--- src/rtl/dos_pkg.sv ---
// Shared types, constants and key functions of the draw order sorter.
package dos_pkg;

    localparam int QueueDepth   = 256;
    localparam int HandleBits   = 12;
    localparam int PipelineBits = 16;
    localparam int DepthBits    = 32;
    localparam int RankBits     = (QueueDepth > 1) ? $clog2(QueueDepth) : 1;
    localparam int CountBits    = $clog2(QueueDepth + 1);

    typedef logic [RankBits-1:0]  t_rank;
    typedef logic [CountBits-1:0] t_count;

    typedef enum logic [1:0] {
        CMD_PUSH    = 2'd0,
        CMD_DRAIN   = 2'd1,
        CMD_DISCARD = 2'd2
    } t_cmd;

    typedef enum logic {
        ST_EMITTED = 1'b0,
        ST_DROPPED = 1'b1
    } t_status;

    typedef struct packed {
        logic                    blended;
        logic [DepthBits-1:0]    depth_key;
        logic [PipelineBits-1:0] pipeline;
        logic [HandleBits-1:0]   handle;
    } t_draw;

    // Entry of the sorted chain; rank is the entry's position in push order.
    typedef struct packed {
        logic  valid;
        t_draw draw;
        t_rank rank;
    } t_sort_entry;

    // Entry of the push-order chain.
    typedef struct packed {
        logic  valid;
        t_draw draw;
    } t_fifo_entry;

    // Broadcast from the top level to every cell of both chains.
    typedef struct packed {
        logic  push;
        logic  drain_sorted;
        logic  drain_fifo;
        logic  discard;
        t_draw new_draw;
        t_rank new_rank;
        t_rank drain_rank;
        t_draw fifo_head;
    } t_ctrl;

    // Maps float bits to an unsigned key that orders like the float; -0 maps as +0.
    function automatic logic [DepthBits-1:0] depth_to_key(input logic [DepthBits-1:0] bits);
        logic [DepthBits-1:0] b;
        logic [DepthBits-1:0] k;
        b = bits;
        if (b == {1'b1, {(DepthBits-1){1'b0}}}) begin
            b = '0;
        end
        if (b[DepthBits-1]) begin
            k = ~b;
        end else begin
            k = b | {1'b1, {(DepthBits-1){1'b0}}};
        end
        return k;
    endfunction

    // True when draw a leaves strictly before draw b under sorting, ignoring age.
    function automatic logic key_less(input t_draw a, input t_draw b);
        logic r;
        if (a.blended != b.blended) begin
            r = !a.blended;
        end else if (a.blended) begin
            r = 1'b0;
        end else if (a.depth_key != b.depth_key) begin
            r = a.depth_key < b.depth_key;
        end else begin
            r = a.pipeline < b.pipeline;
        end
        return r;
    endfunction

endpackage

--- src/rtl/dos_fifo_cell.sv ---
// One cell of the chain that keeps queued draws in push order.
module dos_fifo_cell (
    input  logic                 i_clk,
    input  logic                 i_rst_n,
    input  dos_pkg::t_ctrl       i_ctrl,
    input  dos_pkg::t_rank       i_index,
    input  dos_pkg::t_fifo_entry i_prev,
    input  dos_pkg::t_fifo_entry i_next,
    output dos_pkg::t_fifo_entry o_entry
);
    import dos_pkg::*;

    t_fifo_entry r_entry;
    t_fifo_entry n_entry;

    always_comb begin
        n_entry = r_entry;
        priority if (i_ctrl.discard) begin
            n_entry.valid = 1'b0;
        end else if (i_ctrl.push) begin
            if (!r_entry.valid && ((i_index == '0) || i_prev.valid)) begin
                n_entry.valid = 1'b1;
                n_entry.draw  = i_ctrl.new_draw;
            end
        end else if (i_ctrl.drain_sorted) begin
            // The sorted head left from push position drain_rank; close the gap.
            if (i_index >= i_ctrl.drain_rank) begin
                n_entry = i_next;
            end
        end else if (i_ctrl.drain_fifo) begin
            n_entry = i_next;
        end
    end

    always_ff @(posedge i_clk) begin
        if (!i_rst_n) begin
            r_entry.valid <= 1'b0;
        end else begin
            r_entry.valid <= n_entry.valid;
        end
        r_entry.draw <= n_entry.draw;
    end

    assign o_entry = r_entry;

endmodule

--- config.mk ---
export PLATFORM = sky130hd
export DESIGN_NAME = dos_fifo_cell
export DESIGN_NICKNAME = d
export VERILOG_FILES = /design/src/rtl/dos_pkg.sv /design/src/rtl/dos_fifo_cell.sv
export SDC_FILE = /design/constraint.sdc
export NUM_CORES = 1
export LEC_CHECK = 0
export BUFFER_PORTS_ARGS = -buffer_cell sky130_fd_sc_hd__buf_2
export CORE_AREA = 2 2 131 133
export CTS_CLUSTER_SIZE = 10
export DETAILED_ROUTE_END_ITERATION = 6
export DIE_AREA = 0 0 133 135
export SYNTH_ARGS = -nofsm -noshare
export SYNTH_HDL_FRONTEND = slang
export SYNTH_SLANG_ARGS = --single-unit
--- constraint.sdc ---
create_clock -name i_clk -period 5.5 [get_ports i_clk]
set_input_delay 0.275 -clock i_clk [delete_from_list [all_inputs] [get_ports i_clk]]
set_output_delay 0.275 -clock i_clk [all_outputs]
set_load 0.01 [all_outputs]
==> results.md <==
- PwrDens: 290 nW/um^2
- Most common cell in the netlist: edfxtp_1
- Overall routing resource usage: 0.0936
- Max reg flops: 62
- Async SR Flop Fraction: 0
- DP HPWL: a little under 7000 um
- Setup TNS: 0 ns
- Post-DR wirelength/cell: about 14 um
- Crit-path most repeated cell: buf_4
- Flop-to-flop setup slack: just under 4 ns
- Crit path cell chain: buf_2, buf_4, nor3b_1, o211ai_1, a41oi_2, nor3_4, buf_4
- Post-DRT Antenna Nets: 0
- Required time of the critical path: around 5.5 ns
- Vias in the first global route: 2432
- CTS root buf: clkbuf_16
- Total Power: between 1 and 1.5 mW
- Rel. slew slack: 0.507
- CTS max path bufs: 2
- Via total after detailed routing: 2265
- CTS tree: yes
- Post-CTS Resized: 0
- RSZ-0062 raised after global routing: no
- First-pass DRT Iterations: 4
- Worst Max-Slew Pin Slew: around 0.74 ns
- Buffers on Ports: just over 200
- Crit path max fanout: 36
- Die Area: between 15000 and 20000 um^2
- Crit-path max cell delay: 0.57 ns
- Final GP Congestion: just over 0.7
- Crit path time final: 2.35 ns
- Setup Fix Bufs, Post-CTS: 0
- Outcome: complete, no violations
- Post-synthesis cell area: between 2000 and 3000 um^2
- Clock Sinks: 62
- Post-synthesis sequential area ratio: 0.647
- Antenna violations before repair: 1
- Worst Clk Skew: 0.00528 ns
- Share of cells above drive strength 1: 0.723
- First-pass GRT wire length: around 13000 um
- Synth area leader: edfxtp_1
- # setup viols final: 0
- Fmax: about 0.43 GHz
- DR DRC count: 0
- Max IR drop VDD: about 0.13 mV
- Most frequent cells after synthesis: edfxtp_1 (61), mux2_2 (54), ha_1 (8), inv_1 (8)
- Crit end category: flip-flop
- CP Launch Type: primary input
- Later-pin clock latency in the skew report: ~0.33 ns
- Slowest stage cell on the critical path: buf_2
- Overall die width: between 100 and 150 um
- Final slew viol count: 0
- Largest net degree at the start of global routing: 37
- Syn Inst Count: ~170
- Worst EP arrival: roughly 2.3 ns
- Hold Vio Cnt, Final: 0
- Mean post-synth cell area: about 17 um^2
- Initial DRC Count: 33
- Crit Path Class: primary input to flip-flop
- DRT Wirelength: about 8500 um
- Number of enable flip-flop cells after synthesis: between 60 and 70
- Avg Vias per Cell: roughly 3.7
- ANT cells: 0
- Hold_buf cts: 0
- Cell Rows: 47
- Area growth, synth to finish: 55.8%
- Ports: ~340
- Area share of the largest cell type after synthesis: 0.640
- Initial core utilization: 0.175
- Final Cycle Share: 0.428
- Ranking of synthesized cells by area: edfxtp_1 (64%), mux2_2 (21%), ha_1 (3.5%), mux2_1 (2.8%), buf_2 (1.2%)
- Core ar.: 16400 um^2
- Syn Nets: roughly 460
- H-Tree Depth: 3
- Max-cap violations: 0
- Num CTS Buffers: 9
- Syn. warnings: 0
- Distinct cells, synth: 20
- Leak: about 1.9 nW
- Min-delay worst type: primary input to flip-flop
- Fin nets: approximately 670
- FF+latch count, synth: 62
- Ys flop type: edfxtp_1
- Chip Height: 135 um
- Clk slew on worst S/H paths: 0.05 ns
- Grt total ovfl: 0
[critical path: cells and delay by family]
kind / cells / cell delay (ns)
buffers and inverters: 3 / 1.51
and+or+nand+nor: 2 / 0.27
AOI/OAI and AO/OA: 2 / 0.22
[layout make-up]
type                            instances  area, um^2
Clock buffer                            9         225
Timing Repair Buffer                  210        1060
Tap cell                              220         275
Sequential cell                        62        1850
Fill cell                            1714       11900
Multi-Input combinational cell         94         958
Clock inverter                          7        63.8
Inverter                                8        30.0
[per-stage QoR]
stage                     setup WS (ns)   util  instances  hold slack [ns]  area (um^2)
after floorplan                    1.73      -        171            0.443         2870
after global placement             2.81  0.254        594            0.539         4170
after detailed placement           2.75  0.254        594            0.553         4170
after CTS                          3.12  0.272        610            0.218         4460
after global routing               2.89  0.272        610            0.228         4460
final                              3.15  0.272        610            0.235         4460
[cells in the final DEF, fill, tap and decap left out]
cell type,count
inv_1,8
inv_6,1
nand2_1,3
nor3b_1,2
nor4_1,3
clkinv_2,2
mux2_2,54
o211ai_1,1
a211oi_1,1
bufinv_16,1
mux2_1,7
a21oi_1,4
clkinvlp_4,1
o211a_1,1
nor2_1,5
buf_4,3
dfxtp_1,1
clkinv_1,2
edfxtp_1,61
nor2b_4,1
o21ai_2,1
ha_1,8
or4_1,1
nor3_4,1
clkbuf_16,9
a41oi_2,1
buf_2,207
[where the power goes]
part	internal (mW)	switching [mW]
Combinational	0.0937	0.0853
Clock	0.347	0.207
Sequential	0.557	0.00663
[worst paths after layout]
kind,start,end,cells after the start
setup / recovery,i_ctrl[141],o_entry[20],7
hold / removal,i_next[58],o_entry[58],2
setup reg to reg,o_entry[61],o_entry[20],4
hold reg to reg,o_entry[61],o_entry[61],1
[routing by layer]
| layer | vias to the layer above | GRT usage | share of wire |
|---|---|---|---|
| li1 | 1090 | - | - |
| met1 | 1026 | 0.0980 | 0.38 |
| met4 | 2 | 0.0502 | 0.023 |
| met3 | 14 | 0.0420 | 0.10 |
| met2 | 133 | 0.158 | 0.49 |
| met5 | - | 0 | 0.00083 |
[logic make-up (layout without fill, tap and decap cells)]
group | Yosys count | count (layout) | share of synthesized area
AND/OR/NAND/NOR | 16 | 16 | 0.0315
AO/OA/AOI/OAI | 9 | 9 | 0.0245
adder cells (fa/ha/maj) | 8 | 8 | 0.0350
buffers and inverters | 15 | 234 | 0.0227
multiplexers | 61 | 61 | 0.240
flip-flops | 62 | 62 | 0.647
No activity file was read; power rests on OpenSTA's default activity.
