$ cat src/rtl/dos_pkg.sv
// Shared types, constants and key functions of the draw order sorter.
package dos_pkg;

    localparam int QueueDepth   = 256;
    localparam int HandleBits   = 12;
    localparam int PipelineBits = 16;
    localparam int DepthBits    = 32;
    localparam int RankBits     = (QueueDepth > 1) ? $clog2(QueueDepth) : 1;
    localparam int CountBits    = $clog2(QueueDepth + 1);

    typedef logic [RankBits-1:0]  t_rank;
    typedef logic [CountBits-1:0] t_count;

    typedef enum logic [1:0] {
        CMD_PUSH    = 2'd0,
        CMD_DRAIN   = 2'd1,
        CMD_DISCARD = 2'd2
    } t_cmd;

    typedef enum logic {
        ST_EMITTED = 1'b0,
        ST_DROPPED = 1'b1
    } t_status;

    typedef struct packed {
        logic                    blended;
        logic [DepthBits-1:0]    depth_key;
        logic [PipelineBits-1:0] pipeline;
        logic [HandleBits-1:0]   handle;
    } t_draw;

    // Entry of the sorted chain; rank is the entry's position in push order.
    typedef struct packed {
        logic  valid;
        t_draw draw;
        t_rank rank;
    } t_sort_entry;

    // Entry of the push-order chain.
    typedef struct packed {
        logic  valid;
        t_draw draw;
    } t_fifo_entry;

    // Broadcast from the top level to every cell of both chains.
    typedef struct packed {
        logic  push;
        logic  drain_sorted;
        logic  drain_fifo;
        logic  discard;
        t_draw new_draw;
        t_rank new_rank;
        t_rank drain_rank;
        t_draw fifo_head;
    } t_ctrl;

    // Maps float bits to an unsigned key that orders like the float; -0 maps as +0.
    function automatic logic [DepthBits-1:0] depth_to_key(input logic [DepthBits-1:0] bits);
        logic [DepthBits-1:0] b;
        logic [DepthBits-1:0] k;
        b = bits;
        if (b == {1'b1, {(DepthBits-1){1'b0}}}) begin
            b = '0;
        end
        if (b[DepthBits-1]) begin
            k = ~b;
        end else begin
            k = b | {1'b1, {(DepthBits-1){1'b0}}};
        end
        return k;
    endfunction

    // True when draw a leaves strictly before draw b under sorting, ignoring age.
    function automatic logic key_less(input t_draw a, input t_draw b);
        logic r;
        if (a.blended != b.blended) begin
            r = !a.blended;
        end else if (a.blended) begin
            r = 1'b0;
        end else if (a.depth_key != b.depth_key) begin
            r = a.depth_key < b.depth_key;
        end else begin
            r = a.pipeline < b.pipeline;
        end
        return r;
    endfunction

endpackage

$ cat src/rtl/dos_sort_cell.sv
// One cell of the chain that keeps queued draws in drawing order.
module dos_sort_cell (
    input  logic                i_clk,
    input  logic                i_rst_n,
    input  dos_pkg::t_ctrl      i_ctrl,
    input  dos_pkg::t_rank      i_index,
    input  dos_pkg::t_sort_entry i_prev,
    input  dos_pkg::t_sort_entry i_next,
    output dos_pkg::t_sort_entry o_entry
);
    import dos_pkg::*;

    t_sort_entry r_entry;
    t_sort_entry n_entry;
    logic        w_before_self;
    logic        w_before_prev;
    logic        w_keep_fifo;

    always_comb begin
        // The new draw goes ahead of an entry only when strictly smaller, so
        // equal keys stay in push order.
        w_before_self = !r_entry.valid || key_less(i_ctrl.new_draw, r_entry.draw);
        w_before_prev = (i_index != '0)
                        && (!i_prev.valid || key_less(i_ctrl.new_draw, i_prev.draw));
        // The oldest draw leaves; entries with a smaller key sit ahead of it.
        w_keep_fifo = r_entry.valid && key_less(r_entry.draw, i_ctrl.fifo_head);
    end

    always_comb begin
        n_entry = r_entry;
        priority if (i_ctrl.discard) begin
            n_entry.valid = 1'b0;
        end else if (i_ctrl.push) begin
            if (w_before_prev) begin
                n_entry = i_prev;
            end else if (w_before_self) begin
                n_entry.valid = 1'b1;
                n_entry.draw  = i_ctrl.new_draw;
                n_entry.rank  = i_ctrl.new_rank;
            end
        end else if (i_ctrl.drain_sorted) begin
            n_entry = i_next;
            if (i_next.rank > i_ctrl.drain_rank) begin
                n_entry.rank = i_next.rank - t_rank'(1);
            end
        end else if (i_ctrl.drain_fifo) begin
            if (!w_keep_fifo) begin
                n_entry = i_next;
                n_entry.rank = i_next.rank - t_rank'(1);
            end else begin
                n_entry.rank = r_entry.rank - t_rank'(1);
            end
        end
    end

    always_ff @(posedge i_clk) begin
        if (!i_rst_n) begin
            r_entry.valid <= 1'b0;
        end else begin
            r_entry.valid <= n_entry.valid;
        end
        r_entry.draw <= n_entry.draw;
        r_entry.rank <= n_entry.rank;
    end

    assign o_entry = r_entry;

endmodule

$ cat config.mk
export PLATFORM = sky130hd
export DESIGN_NAME = dos_sort_cell
export DESIGN_NICKNAME = d
export VERILOG_FILES = /design/src/rtl/dos_pkg.sv /design/src/rtl/dos_sort_cell.sv
export SDC_FILE = /design/constraint.sdc
export NUM_CORES = 1
export LEC_CHECK = 0
export ABC_CLOCK_PERIOD_IN_PS = 8100
export BUFFER_PORTS_ARGS = -buffer_cell sky130_fd_sc_hd__clkbuf_2
export CAP_MARGIN = 25
export CORE_ASPECT_RATIO = 1.5
export CORE_MARGIN = 8
export CORE_UTILIZATION = 30
export CTS_BUF_LIST = sky130_fd_sc_hd__clkbuf_16
export DETAILED_ROUTE_END_ITERATION = 6
export PLACE_DENSITY = 0.52
export SLEW_MARGIN = 20
export SYNTH_ARGS = -nofsm -noshare
export SYNTH_HDL_FRONTEND = slang
export SYNTH_SLANG_ARGS = --single-unit
export TNS_END_PERCENT = 50
$ cat constraint.sdc
create_clock -name i_clk -period 8.1 [get_ports i_clk]
set_input_delay 0.405 -clock i_clk [delete_from_list [all_inputs] [get_ports i_clk]]
set_output_delay 0.405 -clock i_clk [all_outputs]
set_load 0.005 [all_outputs]
==> load_flow_metrics.sql <==
INSERT INTO impl_metrics (metric_group, metric, value, unit) VALUES
('route', 'wl', '28900', 'µm'),
('final_layout', 'finish.net_count', '1700', ''),
('synth', 'synth.net_count', '1356', ''),
('sta', 'fin_setup_tns', '0', 'ns'),
('sta', 'setup_viol_count_final', '0', ''),
('floorplanning', 'fp-row-count', '72', ''),
('min_path', 'hold_depth', '3', ''),
('synth', 'synthesis.yosys.warnings', '0', ''),
('setup_path', 'cpPeakStageDelay', '0.61', 'ns'),
('global_routing', 'grt_first_pass_wirelength', '44600', 'µm'),
('pwr', 'pwr-share-seq', '35.3', '%'),
('floorplanning', 'initial_utilization', '30.4', '%'),
('pwr', 'power.net_switching', '0.434', 'mW'),
('sta', 'final.setup_skew', '0.00989', 'ns'),
('final_layout', 'area_growth', '30.4', '%'),
('floorplanning', 'floorplan.io_pins', '362', ''),
('setup_path', 'worst_ep_arrival_time', '4.04', 'ns'),
('setup_path', 'cpMaxStageDelayCell', 'sky130_fd_sc_hd__nor4_1', ''),
('clocking', 'cts_repair_resize_count', '0', ''),
('clocking', 'cts_max_level', '3', ''),
('sta', 'grt_setup_unrepaired', 'no', ''),
('pwr', 'power_density', '128', 'nW/µm²'),
('floorplanning', 'die_x', '148', 'µm'),
('clocking', 'path_clk_slew', '0.06', 'ns'),
('setup_path', 'setup.worst_path.class', 'reg2reg', ''),
('clocking', 'ctsHoldBuffers', '0', ''),
('pwr', 'power', '1.31', 'mW'),
('synth', 'post_synth_instance_area', '7840', 'µm²'),
('setup_path', 'worstSetupPathDepth', '11', ''),
('route', 'detail_route.drc_violations', '0', ''),
('global_routing', 'grt-ovfl-total', '0', ''),
('clocking', 'cts.root.buffer_cell', 'sky130_fd_sc_hd__clkbuf_16', ''),
('run_status', 'status', 'finished clean', ''),
('clocking', 'tritoncts.num_buffers', '9', ''),
('sta', 'worst-slew-pin-transition', '0.926', 'ns'),
('setup_path', 'cp_max_fo', '39', ''),
('sta', 'fin_crit_period', '4.02', 'ns'),
('setup_path', 'crit_path_cell_trace', 'ha_1 > nand4_1 > nor4_1 > nand3_1 > a2111oi_0 > a2bb2oi_1 > o211ai_1 > buf_4 > a21oi_1 > nor3_2 > buf_4', ''),
('route', 'wl_cell', '18.1', 'µm'),
('route', 'routed_via_density', '4.80', ''),
('run', 'maxCapViolations', '0', ''),
('setup_path', 'critPathRequiredTime', '8.13', 'ns'),
('synth', 'yosysSeqAreaShare', '26.7', '%'),
('synth', 'syn_area_per_cell', '8.59', 'µm²'),
('pwr', 'power.clock.fraction', '31.7', '%'),
('placement', 'numPortBuffers', '349', ''),
('route', 'vias', '7672', ''),
('setup_path', 'cpMostUsedCell', 'sky130_fd_sc_hd__buf_4', ''),
('clocking', 'clock_tree_from_tritoncts', 'built', ''),
('setup_path', 'end_kind', 'flop', ''),
('route', 'dr.first_iter.drc_count', '272', ''),
('min_path', 'class_of_the_worst_hold_path', 'in2reg', ''),
('placement', 'detailed_place_hpwl', '24600', 'µm'),
('clocking', 'cts-root-to-sink-buffers', '2', ''),
('global_routing', 'grt_start_max_net_pins', '77', ''),
('clocking', 'post_cts.repair.setup_buffers', '0', ''),
('sta', 'clock.fmax', '249', 'MHz'),
('route', 'drtPass1Iterations', '6', ''),
('setup_path', 'ff2ff_path_depth', '11', ''),
('sta', 'final_max_slew_viol_count', '0', ''),
('synth', 'synth-async-reset-ratio', '0', '%'),
('placement', 'gp_congestion', '0.796', ''),
('setup_path', 'cp_top_family', 'simple AND/OR/NAND/NOR gates', ''),
('synth', 'netlist.area_leader.share', '26.4', '%'),
('pwr', 'power_switching_share', '33.2', '%'),
('floorplanning', 'die-height', '214', 'µm'),
('global_routing', 'groute.usage.overall', '18.1', '%'),
('pwr', 'vdd_ir_drop_max', '0.0000923', 'V'),
('sta', 'hold_viol_final', '0', ''),
('synth', 'ys_ff_latch', '70', ''),
('final_layout', 'post_route_cells_drive_above_1_share', '30.3', '%');
## power groups by stage
stage                     combinational, mW  sequential, mW  clock, mW
final                                 0.431           0.462      0.415
after global routing                  0.494           0.466      0.444
after CTS                             0.440           0.463      0.433
after detailed placement              0.437           0.470          0
after global placement                0.431           0.470          0
after floorplan                       0.246           0.468          0
## per-layer routing
layer	GRT usage (%)	wire length [µm]
met1	17.8	10700
met2	35.2	15800
met3	4.52	1740
met4	6.48	580
met5	0	41
## worst paths after layout
| path | from | endpoint | slack, ns |
|---|---|---|---|
| worst min-delay path | i_next[69] | o_entry[69] | 0.37 |
| worst max register to register | o_entry[67] | o_entry[32] | 4.08 |
| worst max-delay path | o_entry[67] | o_entry[32] | 4.08 |
| worst min register to register | o_entry[69] | o_entry[69] | 0.55 |
## cell usage in the layout (no fill, tap or decap), types with 4 or more instances in the layout
cell type / count
sky130_fd_sc_hd__a211oi_1: 7
sky130_fd_sc_hd__a21o_1: 5
sky130_fd_sc_hd__a21oi_1: 122
sky130_fd_sc_hd__a221oi_1: 5
sky130_fd_sc_hd__and4_1: 4
sky130_fd_sc_hd__buf_4: 7
sky130_fd_sc_hd__clkbuf_16: 9
sky130_fd_sc_hd__clkbuf_2: 348
sky130_fd_sc_hd__clkinv_2: 4
sky130_fd_sc_hd__edfxtp_1: 69
sky130_fd_sc_hd__ha_1: 151
sky130_fd_sc_hd__inv_1: 155
sky130_fd_sc_hd__mux2_2: 5
sky130_fd_sc_hd__mux2i_1: 70
sky130_fd_sc_hd__nand2_1: 42
sky130_fd_sc_hd__nand3_1: 14
sky130_fd_sc_hd__nand4_1: 23
sky130_fd_sc_hd__nor2_1: 89
sky130_fd_sc_hd__nor2b_1: 13
sky130_fd_sc_hd__nor3_1: 11
sky130_fd_sc_hd__nor3b_1: 4
sky130_fd_sc_hd__nor4_1: 7
sky130_fd_sc_hd__o211ai_1: 6
sky130_fd_sc_hd__o21ai_0: 24
sky130_fd_sc_hd__xor2_1: 15
## Yosys cell counts (2+ instances only)
cell type / number
sky130_fd_sc_hd__o21bai_1: 2
sky130_fd_sc_hd__o21ai_0: 24
sky130_fd_sc_hd__nor4_1: 7
sky130_fd_sc_hd__xnor2_1: 3
sky130_fd_sc_hd__nand2b_1: 3
sky130_fd_sc_hd__a21o_1: 5
sky130_fd_sc_hd__a21oi_1: 122
sky130_fd_sc_hd__and4_1: 4
sky130_fd_sc_hd__edfxtp_1: 69
sky130_fd_sc_hd__or4_1: 3
sky130_fd_sc_hd__nand3_1: 14
sky130_fd_sc_hd__o211ai_1: 6
sky130_fd_sc_hd__o21a_1: 3
sky130_fd_sc_hd__a221oi_1: 5
sky130_fd_sc_hd__clkbuf_1: 15
sky130_fd_sc_hd__inv_1: 155
sky130_fd_sc_hd__nand4_1: 23
sky130_fd_sc_hd__mux2_2: 5
sky130_fd_sc_hd__nor2_1: 89
sky130_fd_sc_hd__a31oi_1: 2
sky130_fd_sc_hd__buf_4: 2
sky130_fd_sc_hd__or3_1: 2
sky130_fd_sc_hd__nand2_1: 42
sky130_fd_sc_hd__o2111ai_1: 2
sky130_fd_sc_hd__buf_6: 5
sky130_fd_sc_hd__xor2_1: 15
sky130_fd_sc_hd__a221o_1: 2
sky130_fd_sc_hd__nor2b_1: 13
sky130_fd_sc_hd__o22ai_1: 2
sky130_fd_sc_hd__nor3b_1: 4
sky130_fd_sc_hd__a2111oi_0: 3
sky130_fd_sc_hd__a211oi_1: 7
sky130_fd_sc_hd__nor3_1: 12
sky130_fd_sc_hd__mux2i_1: 70
sky130_fd_sc_hd__ha_1: 151
## worst register-to-register path, delay by kind of cell (launching register included)
family / cells / cell delay, ns
compound gates: 4 / 1.15
fa+ha+maj: 1 / 0.36
buf+inv: 2 / 0.55
flops: 1 / 0.45
simple gates: 4 / 1.18
## cells by family (layout without fill, tap and decap cells)
group | count (synthesis) | after routing | share of synthesized area [%]
fa+ha+maj | 151 | 151 | 24.1
mux | 75 | 75 | 9.66
compound gates | 198 | 198 | 14.9
flops | 70 | 70 | 26.7
other cells | 0 | 2 | 0
buf+inv | 179 | 528 | 9.16
simple gates | 222 | 222 | 13.5
xor+xnor | 18 | 18 | 2.01
## final cells by class
class	count	area, µm²
Fill cell	2740	15500
Multi-Input combinational cell	664	5030
Sequential cell	70	2090
Timing Repair Buffer	356	1800
Inverter	156	586
Tap cell	333	417
Clock buffer	9	225
Clock inverter	7	65.1
Antenna cell	2	5.00
## metrics by stage
stage / util (%) / hold slack (ns) / setup WS [ns] / cell area (µm²) / instances
3_3_place_gp: 38.5 / 0.530 / 3.84 / 9920 / 1578
4_1_cts: 39.6 / 0.340 / 3.95 / 10200 / 1594
6_report: 39.7 / 0.366 / 4.08 / 10200 / 1597
3_5_place_dp: 38.5 / 0.544 / 3.79 / 9920 / 1578
5_1_grt: 39.7 / 0.357 / 3.63 / 10200 / 1597
2_1_floorplan: - / 0.480 / 0.975 / 7840 / 913
(Power assumes the default switching activity.)
